--- src/hdl/cap_pkg.sv ---
// Package: types, constants and helpers for the cylindrical angle to pixel unit
`timescale 1ns / 1ps
package cap_pkg;

   localparam int MAP_WIDTH_DEFAULT     = 4096;
   localparam int MAP_HEIGHT_DEFAULT    = 4096;
   localparam int CORDIC_STAGES_DEFAULT = 24;

   localparam logic signed [33:0] QUARTER_TURN = 34'sd1073741824;
   localparam logic signed [33:0] CORDIC_GAIN  = 34'sd652032874;
   localparam logic [31:0]        INV_TWO_PI   = 32'd683565276;

   typedef enum logic [1:0] {
      MODE_SFL  = 2'd0,
      MODE_CAR  = 2'd1,
      MODE_CEA  = 2'd2,
      MODE_CCAR = 2'd3
   } mode_type;

   typedef enum logic [2:0] {
      REG_MODE   = 3'd0,
      REG_CRA    = 3'd1,
      REG_CDEC   = 3'd2,
      REG_CTRIG  = 3'd3,
      REG_CX     = 3'd4,
      REG_CY     = 3'd5,
      REG_XPPT   = 3'd6,
      REG_YPPT   = 3'd7
   } reg_index_type;

   typedef struct packed {
      logic [31:0]        right_ascension;
      logic signed [31:0] declination;
   } req_type;

   typedef struct packed {
      logic [23:0]        pixel_index;
      logic               in_map;
      logic signed [31:0] x_position;
      logic signed [31:0] y_position;
   } rsp_type;

   typedef struct packed {
      logic [31:0]        dalpha;
      logic signed [31:0] dec;
      logic               bad_dec;
   } carry_type;

   // arctangent of 2^-i in binary-angle units
   function automatic logic signed [33:0] atan_turn(input logic [4:0] i);
      unique case (i)
         5'd0:  atan_turn = 34'sd536870912;
         5'd1:  atan_turn = 34'sd316933406;
         5'd2:  atan_turn = 34'sd167458907;
         5'd3:  atan_turn = 34'sd85004756;
         5'd4:  atan_turn = 34'sd42667331;
         5'd5:  atan_turn = 34'sd21354465;
         5'd6:  atan_turn = 34'sd10680862;
         5'd7:  atan_turn = 34'sd5340245;
         5'd8:  atan_turn = 34'sd2670163;
         5'd9:  atan_turn = 34'sd1335087;
         5'd10: atan_turn = 34'sd667544;
         5'd11: atan_turn = 34'sd333772;
         5'd12: atan_turn = 34'sd166886;
         5'd13: atan_turn = 34'sd83443;
         5'd14: atan_turn = 34'sd41722;
         5'd15: atan_turn = 34'sd20861;
         5'd16: atan_turn = 34'sd10430;
         5'd17: atan_turn = 34'sd5215;
         5'd18: atan_turn = 34'sd2608;
         5'd19: atan_turn = 34'sd1304;
         5'd20: atan_turn = 34'sd652;
         5'd21: atan_turn = 34'sd326;
         5'd22: atan_turn = 34'sd163;
         5'd23: atan_turn = 34'sd81;
         5'd24: atan_turn = 34'sd41;
         5'd25: atan_turn = 34'sd20;
         5'd26: atan_turn = 34'sd10;
         5'd27: atan_turn = 34'sd5;
         5'd28: atan_turn = 34'sd3;
         5'd29: atan_turn = 34'sd1;
         5'd30: atan_turn = 34'sd1;
         default: atan_turn = 34'sd0;
      endcase
   endfunction

endpackage

--- src/hdl/cap_cordic_cell.sv ---
// One CORDIC rotation cell: a micro-rotation and a register, carrying the item beside it
`timescale 1ns / 1ps
module cap_cordic_cell #(
   parameter int STAGE = 0
) (
   input  logic                     clock,
   input  logic                     reset,
   input  logic                     enable,
   input  logic                     valid_i,
   input  logic signed [33:0]       x_i,
   input  logic signed [33:0]       y_i,
   input  logic signed [33:0]       z_i,
   input  cap_pkg::carry_type       carry_i,
   output logic                     valid_o,
   output logic signed [33:0]       x_o,
   output logic signed [33:0]       y_o,
   output logic signed [33:0]       z_o,
   output cap_pkg::carry_type       carry_o
);
   import cap_pkg::*;

   logic               valid_ff;
   logic signed [33:0] x_ff, y_ff, z_ff, x_in, y_in, z_in, dx, dy, at;
   carry_type          carry_ff;

   always_comb begin
      dx = y_i >>> STAGE;
      dy = x_i >>> STAGE;
      at = atan_turn(5'(STAGE));
      if (!z_i[33]) begin
         x_in = x_i - dx; y_in = y_i + dy; z_in = z_i - at;
      end else begin
         x_in = x_i + dx; y_in = y_i - dy; z_in = z_i + at;
      end
   end

   always_ff @(posedge clock) begin
      if (reset) begin
         valid_ff <= 1'b0;
      end else if (enable) begin
         valid_ff <= valid_i;
      end
      if (enable) begin
         x_ff <= x_in; y_ff <= y_in; z_ff <= z_in; carry_ff <= carry_i;
      end
   end

   assign valid_o = valid_ff;
   assign x_o     = x_ff;
   assign y_o     = y_ff;
   assign z_o     = z_ff;
   assign carry_o = carry_ff;
endmodule

--- config.mk ---
export PLATFORM = sky130hd
export DESIGN_NAME = cap_cordic_cell
export DESIGN_NICKNAME = d
export VERILOG_FILES = /design/src/hdl/cap_pkg.sv /design/src/hdl/cap_cordic_cell.sv
export SDC_FILE = /design/constraint.sdc
export NUM_CORES = 1
export LEC_CHECK = 0
export ABC_AREA = 1
export BUFFER_PORTS_ARGS = -buffer_cell sky130_fd_sc_hd__buf_2
export CELL_PAD_IN_SITES_DETAIL_PLACEMENT = 0
export CELL_PAD_IN_SITES_GLOBAL_PLACEMENT = 2
export CORE_ASPECT_RATIO = 0.6
export CORE_UTILIZATION = 33
export DETAILED_ROUTE_END_ITERATION = 16
export PLACE_DENSITY_LB_ADDON = 0.25
export SYNTH_ARGS = -nofsm -noshare
export SYNTH_HDL_FRONTEND = slang
export SYNTH_SLANG_ARGS = --single-unit
--- constraint.sdc ---
create_clock -name clock -period 5.2 [get_ports clock]
set_input_delay 1.56 -clock clock [delete_from_list [all_inputs] [get_ports clock]]
set_output_delay 1.56 -clock clock [all_outputs]
set_load 0.05 [all_outputs]
# Word level (Yosys, flattened, before mapping)
# Index checks and enable logic that the tools add are counted.
# classes
shift	0
n_eq_ne	0
bitwise_logic	0
reduce_logical	0
addsub	5
div	0
n_lt_le_gt_ge	0
multipliers	0
n_mux	3
# op_table
operator	n
$mux W34	3
$sub A34 B34 Y34	2
$add A34 B31 Y34 const B	1
$add A34 B34 Y34	1
$sub A34 B31 Y34 const B	1
# totals
ram_bits	0
latchBits	0
inputBits	171
mem_bits_ro	0
elab_cells	15
regBits	168
n_memories	0

# Logic depth before layout (Yosys ltp)
# Gate-level depths: netlist (run 1).
# logic_depth
word_depth	2
depth_mapped	18
depth_no_buf	17

# Worst setup path before layout (run 1)
# No wires, ideal clock.
# synth_timing
path_type	in2reg
start	input port x_i[0]
end	register y_ff[32], in the netlist y_o[32] (data pin)
path_buffers	0
setup_slack_ns	1.923
stages	12
arrival_time_ns	3.023
path_cell_list	ha_1 -> fa_1 -> inv_1 -> nor2_1 -> nor2_1 -> o21ai_2 -> nand2_1 -> nand2_1 -> nand2_1 -> nand3_1 -> nand3_1 -> nand2_1
# synth_between
elab_chain_cells	2
# synth_rtl
element	line	rtl
start, declared	cap_cordic_cell.sv:10	input logic signed [33:0] x_i,
$add A34 B34 Y34 or $sub A34 B34 Y34 (tied branches)	cap_cordic_cell.sv:31, cap_cordic_cell.sv:33	
$mux W34 (*)	cap_cordic_cell.sv:30	if (!z_i[33]) begin
net y_in[32]	cap_cordic_cell.sv:23	logic signed [33:0] x_ff, y_ff, z_ff, x_in, y_in, z_in, dx, dy, at;
end signal, assigned	cap_cordic_cell.sv:44	x_ff <= x_in; y_ff <= y_in; z_ff <= z_in; carry_ff <= carry_i;
end, declared	cap_cordic_cell.sv:23	
# Mark *: on every way through the listed nets, which the timed path passes. The rest lies on a longest branch.
# A chain may end at the register's enable or synchronous reset.

# Worst setup path in the final report (run 1)
# layout_timing
start	input port x_i[5]
end	register x_ff[26], in the netlist x_o[26] (data pin)
# layout_between
elab_chain_cells	2
# layout_rtl
element	line
$sub A34 B34 Y34 or $add A34 B34 Y34 (tied branches)	cap_cordic_cell.sv:31, cap_cordic_cell.sv:33
$mux W34 (*)	cap_cordic_cell.sv:30
net x_in[26]	cap_cordic_cell.sv:23
end signal, assigned	cap_cordic_cell.sv:44
end, declared	cap_cordic_cell.sv:23
# Marked as above.

==> flow_summary.yaml, run 1 <==
status:
  status: "finished clean"
floorplan:
  initial_core_util_pct: 33.9
  die_w_um: 253
  ioPinCount: 339
  rows: 54
  core_area_um2: 36800
  die_area_um2: 38700
  die_h_um: 153
clock_tree:
  htreeDepth: 4
  path_clk_slew_ns: 0.07
  clk_path_buf_depth: 2
  cts-root-buf: "clkbuf_16"
  clkLatencyLatePin_ns: 0.44
  cts_tree: "built"
  clock-sinks: 167
  post_cts_resized: 0
  cts_buffers: 17
  holdBufCountCts: 0
  post_cts_buffers: 0
power_and_ir_drop:
  p_clk_share_pct: 28.0
  p_int_mw: 2.73
  power_frac_comb_pct: 36.6
  p_per_area_nw_per_um2: 313
  p_sw_share_pct: 42.8
  seq_power_share_pct: 35.5
  switchingPower_mw: 2.04
  total_leakage_power_nw: 7.35
  ir_drop_mv: 0.238
yosys:
  synthesis.area_um2: 12500
  postSynth.asyncResetShare_pct: 0
  syn_avg_cell_area_um2: 7.87
  synth_edf_count: 166
  ys_seq_elements: 167
  ys_types: 46
  yosys_warnings: 0
  yosysSeqAreaShare_pct: 40.0
  synth_nets: 1866
  ys.flop_type: "edfxtp_1"
  synthCells: 1588
timing:
  final.period_utilization_pct: 71.9
  tightest_slew_ns: 0.825
  hold_viol: 0
  slew_viol_final: 0
  setup_violations: 0
  skew_ns: 0
  max_freq_mhz: 267
  fin_tns_setup_ns: 0
  worst_hold_slack_ns: 0.520
  max-slew-margin-rel_pct: 45.0
  fin_crit_ns: 3.74
  rsz0062_at_grt: "no"
grt:
  grt_overflow: 0
  antenna_found_initial: 2
  grt_pass1_wl_um: 71300
  grt_max_degree: 81
  grt_usage_pct: 25.0
  grt_pass1_vias: 11342
setup_path:
  startpoint_type: "input pin"
  r2r_start: "valid_o"
  cp.arrival_ns: 3.92
  end_kind: "flop"
  worstRegToRegCells: 2
  r2r_slack_ns: 4.61
  path_max_fanout: 11
  r2r_end: "valid_o"
  cp.required_ns: 5.38
  path_class: "input pin to flop"
cells_and_area:
  area_growth_pct: 21.7
  fin_nets: 2185
  layout-drive-gt1-share_pct: 23.3
  utilization_pct: 41.3
  nFillCells: 3877
  finalInstanceArea_um2: 15200
route:
  drtPass1Iterations: 5
  antenna_left: 0
  vias: 12015
  drt-initial-drc-count: 1202
  routed_wl_um: 48500
  wire_per_inst_um: 20.0
  via_per_inst: 4.95
  drc_errors: 0
placement:
  dp_hpwl_um: 40300
  place_area_um2: 14600
  routabilityCongestion: 0.935
  io_buffer_count: 338
worst_hold_path:
  hp-start: "valid_o"
  min_path_cells: 2
  min_path_type: "flop to flop"
  hold_path_end: "valid_o"
flow_run:
  cap_violations: 0
## registers in the layout (all words and copies together), names as in the netlist
| name | flops |
|---|---|
| carry_o | 65 |
| z_o | 34 |
| valid_o | 1 |
| x_o | 34 |
| y_o | 33 |
## worst max-delay path by stage
stage                       from  endpoint  cells after the start
after floorplan           x_i[0]   y_o[32]                     12
after global placement    x_i[5]   x_o[26]                     13
after detailed placement  x_i[5]   y_o[26]                     13
after CTS                 x_i[5]   y_o[26]                     13
after global routing      x_i[5]   x_o[26]                     13
final                     x_i[5]   x_o[26]                     13
## final cells by class
cell class	instances	area [µm²]	area share, %
timing repair buffer	345	1780	11.7
clock buffer	17	425	2.80
antenna	3	7.51	0.0493
sequential	167	5000	32.9
tap	504	631	4.14
clock inverter	15	181	1.19
inverter	217	817	5.37
multi-input combinational	1159	6380	41.9
## worst max-delay path, stage by stage
cell	delay, ns
buf_2	0.11
inv_1	0.04
ha_1	0.66
nand2_1	0.33
nor2_1	0.27
and2_1	0.17
nand2_1	0.07
nand3_1	0.20
nand2_1	0.14
nand3_1	0.11
nand2_1	0.05
nand3_1	0.07
nand2_1	0.13
## cells by family (layout without fill, tap and decap cells)
group                      after synthesis  count (layout)  share of synthesized area (%)
AOI/OAI and AO/OA                      276             276                           12.2
xor gates and xnor gates                25              25                           1.75
adders and majority gates              107             107                           10.9
buffers and inverters                  262             594                           8.95
DFF                                    167             167                           40.0
muxes                                    2               2                          0.160
other                                    0               3                              0
and+or+nand+nor                        749             749                           26.0
## stage by stage
stage	cells	total power, mW	setup WS [ns]
2_1_floorplan	1588	2.90	1.92
3_3_place_gp	2392	3.44	1.02
3_5_place_dp	2392	3.44	1.07
4_1_cts	2424	4.80	1.54
5_1_grt	2426	4.99	1.27
6_report	2427	4.77	1.46
## cell usage after synthesis, drive strengths merged, types with 2 or more instances
master | number | area (µm²)
nand2 | 414 | 1600
inv | 216 | 813
edfxtp | 166 | 4980
nor2 | 145 | 604
nand3 | 143 | 731
a21oi | 127 | 658
ha | 103 | 1290
o21ai | 101 | 517
buf | 38 | 275
xor2 | 25 | 219
nor3 | 20 | 130
a21o | 14 | 105
nand4 | 13 | 81.3
o21bai | 10 | 75.1
o22ai | 8 | 50.1
or2 | 8 | 50.0
clkbuf | 7 | 26.3
o211ai | 6 | 45.0
fa | 4 | 80.1
nand3b | 3 | 22.5
o31ai | 3 | 22.5
a21boi | 2 | 15.0
a31oi | 2 | 12.5
mux2i | 2 | 20.0
nor4 | 2 | 25.0
o21a | 2 | 15.0
## power by group through the flow
stage	clock (mW)	combinational, mW	sequential (mW)
after floorplan	0	0.679	2.23
after global placement	0	1.72	1.72
after detailed placement	0	1.72	1.72
after CTS	1.38	1.72	1.69
after global routing	1.42	1.86	1.71
final	1.33	1.74	1.69
## placed cells by master (no fill, tap or decap), drive strengths merged
cell	n
a211oi	1
a21boi	2
a21o	14
a21oi	127
a31oi	2
and2	1
buf	345
clkbuf	17
clkinv	8
clkinvlp	1
dfxtp	1
diode	3
edfxtp	166
fa	4
ha	103
inv	223
mux2i	2
nand2	414
nand3	143
nand3b	3
nand4	13
nor2	145
nor3	20
nor4	2
o211ai	6
o21a	2
o21ai	101
o21bai	10
o22ai	8
o31ai	3
or2	8
xor2	25
## routing by layer
| layer | up-vias | wire (µm) | global-route usage [%] |
|---|---|---|---|
| li1 | 5899 | - | - |
| met1 | 5687 | 25400 | 40.2 |
| met2 | 410 | 19600 | 34.2 |
| met3 | 19 | 3290 | 4.66 |
| met4 | 0 | 305 | 4.39 |
| met5 | - | 0 | 0 |
Note: power is estimated with default switching activity, not from simulation.
==> run 2: changes to the inputs <==
--- a/config.mk
+++ b/config.mk
@@ -10,7 +10,7 @@
 export CELL_PAD_IN_SITES_DETAIL_PLACEMENT = 0
 export CELL_PAD_IN_SITES_GLOBAL_PLACEMENT = 2
 export CORE_ASPECT_RATIO = 0.6
-export CORE_UTILIZATION = 33
+export CORE_UTILIZATION = 30
 export DETAILED_ROUTE_END_ITERATION = 16
 export PLACE_DENSITY_LB_ADDON = 0.25
 export SYNTH_ARGS = -nofsm -noshare
==> constraint.sdc (replaced) <==
create_clock -name clock -period 3.7 [get_ports clock]
set_input_delay 1.11 -clock clock [delete_from_list [all_inputs] [get_ports clock]]
set_output_delay 1.11 -clock clock [all_outputs]
set_load 0.05 [all_outputs]
==> flow_summary.yaml, run 2 (synthesis gave the netlist of run 1 again) <==
clock_tree:
  post_cts_buffers: 0
  clock-sinks: 167
  htreeDepth: 4
  cts-root-buf: "clkbuf_16"
  cts_tree: "built"
  clkLatencyLatePin_ns: 0.44
  cts_buffers: 17
  post_cts_resized: 0
  holdBufCountCts: 0
  path_clk_slew_ns: 0.08
  clk_path_buf_depth: 2
floorplan:
  rows: 57
  core_area_um2: 40800
  die_area_um2: 42500
  ioPinCount: 339
  die_w_um: 266
  die_h_um: 160
  initial_core_util_pct: 30.6
timing:
  hold_viol: 0
  setup_violations: 0
  max-slew-margin-rel_pct: 44.6
  slew_viol_final: 0
  tightest_slew_ns: 0.831
  max_freq_mhz: 299
  worst_hold_slack_ns: 0.500
  fin_crit_ns: 3.34
  fin_tns_setup_ns: 0
  skew_ns: 0
  final.period_utilization_pct: 90.4
  rsz0062_at_grt: "no"
grt:
  antenna_found_initial: 1
  grt_overflow: 0
  grt_usage_pct: 23.7
  grt_max_degree: 69
  grt_pass1_wl_um: 74000
  grt_pass1_vias: 11858
power_and_ir_drop:
  ir_drop_mv: 0.279
  total_leakage_power_nw: 7.62
  p_per_area_nw_per_um2: 436
setup_path:
  cp.arrival_ns: 3.54
  cp.required_ns: 3.89
  r2r_slack_ns: 3.12
  r2r_start: "valid_o"
  startpoint_type: "input pin"
  path_class: "input pin to flop"
  path_max_fanout: 11
  cpMaxStageDelayCell: "ha_1"
  worst-path-buf-inv: 4
  end_kind: "flop"
  crit_chain: "buf_2, inv_1, ha_1, nand2_2, o21ai_0, inv_1, nand3_2, inv_2, o21ai_1, nand2_1, nand3_1, nand2_1"
  cp_top_family: "simple AND/OR/NAND/NOR gates"
  r2r_end: "valid_o"
  worstRegToRegCells: 2
  slowest_delay_ns: 0.66
route:
  drt-initial-drc-count: 1189
  routed_wl_um: 50500
  wire_per_inst_um: 19.9
  drtPass1Iterations: 5
  drc_errors: 0
  via_per_inst: 4.83
  antenna_left: 0
  vias: 12217
cells_and_area:
  fin_nets: 2237
  final_common_cell: "nand2_1"
  regArea_um2: 5000
  diodes: 0
  layout_common_cells: "401 x nand2_1, 337 x buf_2, 201 x inv_1"
  area_growth_pct: 25.6
  nFillCells: 4372
  multi_input_area_um2: 6380
  finalInstanceArea_um2: 15700
  largest_register_ffs: 65
  layout-drive-gt1-share_pct: 25.4
flow_run:
  cap_violations: 0
placement:
  io_buffer_count: 338
  place_area_um2: 15100
  dp_hpwl_um: 42300
  routabilityCongestion: 0.957
worst_hold_path:
  min_path_type: "flop to flop"
  min_path_cells: 2
  hp-start: "valid_o"
  hold_path_end: "valid_o"
status:
  status: "finished clean"
-- run 2: metrics by stage --
stage / setup WS, ns / util (%) / power (mW) / cells
floorplan: 0.873 / - / 4.08 / 1588
global placement: -0.0917 / 37.0 / 4.93 / 2500
detailed placement: 0.00194 / 37.0 / 4.93 / 2500
CTS: 0.490 / 38.5 / 6.90 / 2532
global route: 0.309 / 38.5 / 7.18 / 2532
finish: 0.356 / 38.5 / 6.86 / 2532
-- run 2: power by group --
part	internal, mW	switching [mW]	total, mW	leakage, nW
registers	2.33	0.0513	2.38	1.63
clock network	0.986	0.942	1.93	0.305
logic	0.654	1.90	2.55	5.68
-- run 2: worst max path at each step --
| stage | endpoint | slack [ns] | depth (start not counted) | startpoint |
|---|---|---|---|---|
| after floorplan | y_o[32] | 0.87 | 12 | x_i[0] |
| after global placement | x_o[17] | -0.09 | 12 | x_i[7] |
| after detailed placement | x_o[17] | 0.002 | 12 | x_i[7] |
| after CTS | x_o[17] | 0.49 | 12 | x_i[7] |
| after global routing | y_o[17] | 0.31 | 12 | x_i[7] |
| final | x_o[17] | 0.36 | 12 | x_i[7] |
-- run 2: layout make-up --
type | instances | area share (%)
Clock buffer | 17 | 2.71
Clock inverter | 15 | 1.29
Sequential cell | 167 | 31.9
Tap cell | 560 | 4.46
Inverter | 217 | 5.20
Timing Repair Buffer | 397 | 13.9
Multi-Input combinational cell | 1159 | 40.6
-- run 2: tightest hold or removal path: stages (launching register included) --
cell and delay, ns:
dfxtp_1 0.33, mux2i_1 0.06, nor2_1 0.08
-- run 2: routing by layer --
| metal | share of wire [%] | GRT usage (%) | vias to the layer above |
|---|---|---|---|
| met3 | 6.4 | 4.66 | 23 |
| met5 | 0 | 0 | - |
| met1 | 54 | 38.2 | 5808 |
| met2 | 39 | 31.9 | 391 |
| li1 | - | - | 5995 |
| met4 | 0.80 | 3.81 | 0 |
==> run 3: changes to the inputs <==
==> constraint.sdc (replaced) <==
create_clock -name clock -period 3.4 [get_ports clock]
set_input_delay 1.02 -clock clock [delete_from_list [all_inputs] [get_ports clock]]
set_output_delay 1.02 -clock clock [all_outputs]
set_load 0.05 [all_outputs]
==> flow_summary.yaml, run 3 (synthesis gave the netlist of run 1 again) <==
status:
  status: "finished clean"
route:
  drt-initial-drc-count: 1207
  drtPass1Iterations: 5
  via_per_inst: 4.76
  vias: 12350
  routed_wl_um: 50000
  drc_errors: 0
  wire_per_inst_um: 19.3
  antenna_left: 0
power_and_ir_drop:
  switchingPower_mw: 3.15
  p_clk_share_pct: 27.1
  p_sw_share_pct: 42.2
  p_per_area_nw_per_um2: 462
  finalPower_mw: 7.47
  seq_power_share_pct: 34.6
  total_leakage_power_nw: 7.91
  ir_drop_mv: 0.312
  p_int_mw: 4.32
  power_frac_comb_pct: 38.3
placement:
  io_buffer_count: 338
  place_inst: 2562
  routabilityCongestion: 0.955
  dp_hpwl_um: 41700
cells_and_area:
  fin_nets: 2299
  stdcell_count: 2595
  regArea_um2: 5000
  largest_register_ffs: 65
  layout-drive-gt1-share_pct: 27.6
  layout_common_cells: "401 x nand2_1, 337 x buf_2, 201 x inv_1"
  final_common_cell: "nand2_1"
  multi_input_area_um2: 6380
  nFillCells: 4370
  area_growth_pct: 29.4
grt:
  grt_pass1_vias: 11951
  grt_pass1_wl_um: 73500
  grt_overflow: 0
  antenna_found_initial: 2
  grt_max_degree: 70
  grt_usage_pct: 23.4
worst_hold_path:
  hold_path_end: "valid_o"
  min_path_type: "flop to flop"
  hp-start: "valid_o"
  min_path_cells: 2
setup_path:
  startpoint_type: "input pin"
  r2r_slack_ns: 2.80
  worstRegToRegCells: 2
  cp_top_family: "compound AO/OA/AOI/OAI gates"
  cpMaxStageDelayCell: "a21oi_1"
  r2r_end: "valid_o"
  path_class: "input pin to flop"
  crit_chain: "buf_2, inv_1, ha_1, a21oi_1, o21ai_1, a21oi_1, nand2_1, nand2_1, nand2_1, nand2_1, nand3_1, nand2_1"
  cp.required_ns: 3.74
  worst-path-buf-inv: 2
  cp.arrival_ns: 3.45
  r2r_start: "valid_o"
  crit_top_cell: "nand2_1"
  slowest_delay_ns: 0.55
  end_kind: "flop"
  path_max_fanout: 9
timing:
  rsz0062_at_grt: "no"
  worst_hold_slack_ns: 0.504
  max-slew-margin-rel_pct: 46.0
  final.period_utilization_pct: 91.6
  setup_violations: 0
  hold_viol: 0
  skew_ns: 0
  slew_viol_final: 0
  tightest_slew_ns: 0.810
  fin_crit_ns: 3.12
  max_freq_mhz: 321
clock_tree:
  clk_path_buf_depth: 2
  post_cts_resized: 0
  holdBufCountCts: 0
  clkLatencyLatePin_ns: 0.45
  cts_tree: "built"
  path_clk_slew_ns: 0.08
  cts-root-buf: "clkbuf_16"
  clock-sinks: 167
  cts_buffers: 17
  htreeDepth: 4
  post_cts_buffers: 0
floorplan:
  die_h_um: 160
  ioPinCount: 339
  core_area_um2: 40800
  die_w_um: 266
  initial_core_util_pct: 30.6
  rows: 57
  die_area_um2: 42500
flow_run:
  cap_violations: 0
==> run 3: cell types whose count changed in the layout (fill, tap and decap cells not counted), sizes merged <==
cell	delta
buf	+62
bufinv	-1
clkinv	+1
diode	+1
==> run 3: area by class of cell <==
class	count	share of cell area (%)
multi-input cells	1159	39.4
flip-flops and latches	167	30.9
repair buffers	459	16.5
inverters	217	5.05
well taps	560	4.33
clock buffers	17	2.63
clock inverters	15	1.11
diodes	1	0.0155
==> run 3: layer usage <==
metal	vias to the layer above	GRT usage, %	part of all wire, %
li1	6126	-	-
met2	395	31.7	39
met5	-	0	0
met1	5802	37.5	53
met4	0	4.15	1.1
met3	27	4.76	6.5
==> run 3: worst max path at each step <==
stage	startpoint	endpoint	cells after the start
detailed placement	x_i[3]	x_o[28]	13
global route	x_i[21]	x_o[30]	12
CTS	x_i[3]	x_o[28]	13
finish	x_i[3]	x_o[20]	12
floorplan	x_i[0]	y_o[32]	12
global placement	x_i[3]	x_o[20]	12
==> run 3: worst register-to-register path: stages, from the launching register on <==
cell     delay, ns
dfxtp_1       0.31
mux2i_1       0.14
nor2_1        0.05
==> run 3: power groups by stage <==
stage	clock (mW)	sequential (mW)	combinational (mW)
2_1_floorplan	0	3.40	1.04
3_3_place_gp	0	2.63	2.82
3_5_place_dp	0	2.63	2.82
4_1_cts	2.10	2.59	2.83
5_1_grt	2.16	2.61	3.07
6_report	2.02	2.59	2.86
==> run 3: metrics by stage <==
step	TNS [ns]	area (µm²)	utilization [%]	setup WS, ns
5_1_grt	0	16200	39.7	0.233
3_3_place_gp	-0.225	15600	38.2	-0.103
2_1_floorplan	0	12500	-	0.663
3_5_place_dp	-0.266	15600	38.2	-0.0702
6_report	0	16200	39.7	0.285
4_1_cts	0	16200	39.6	0.401
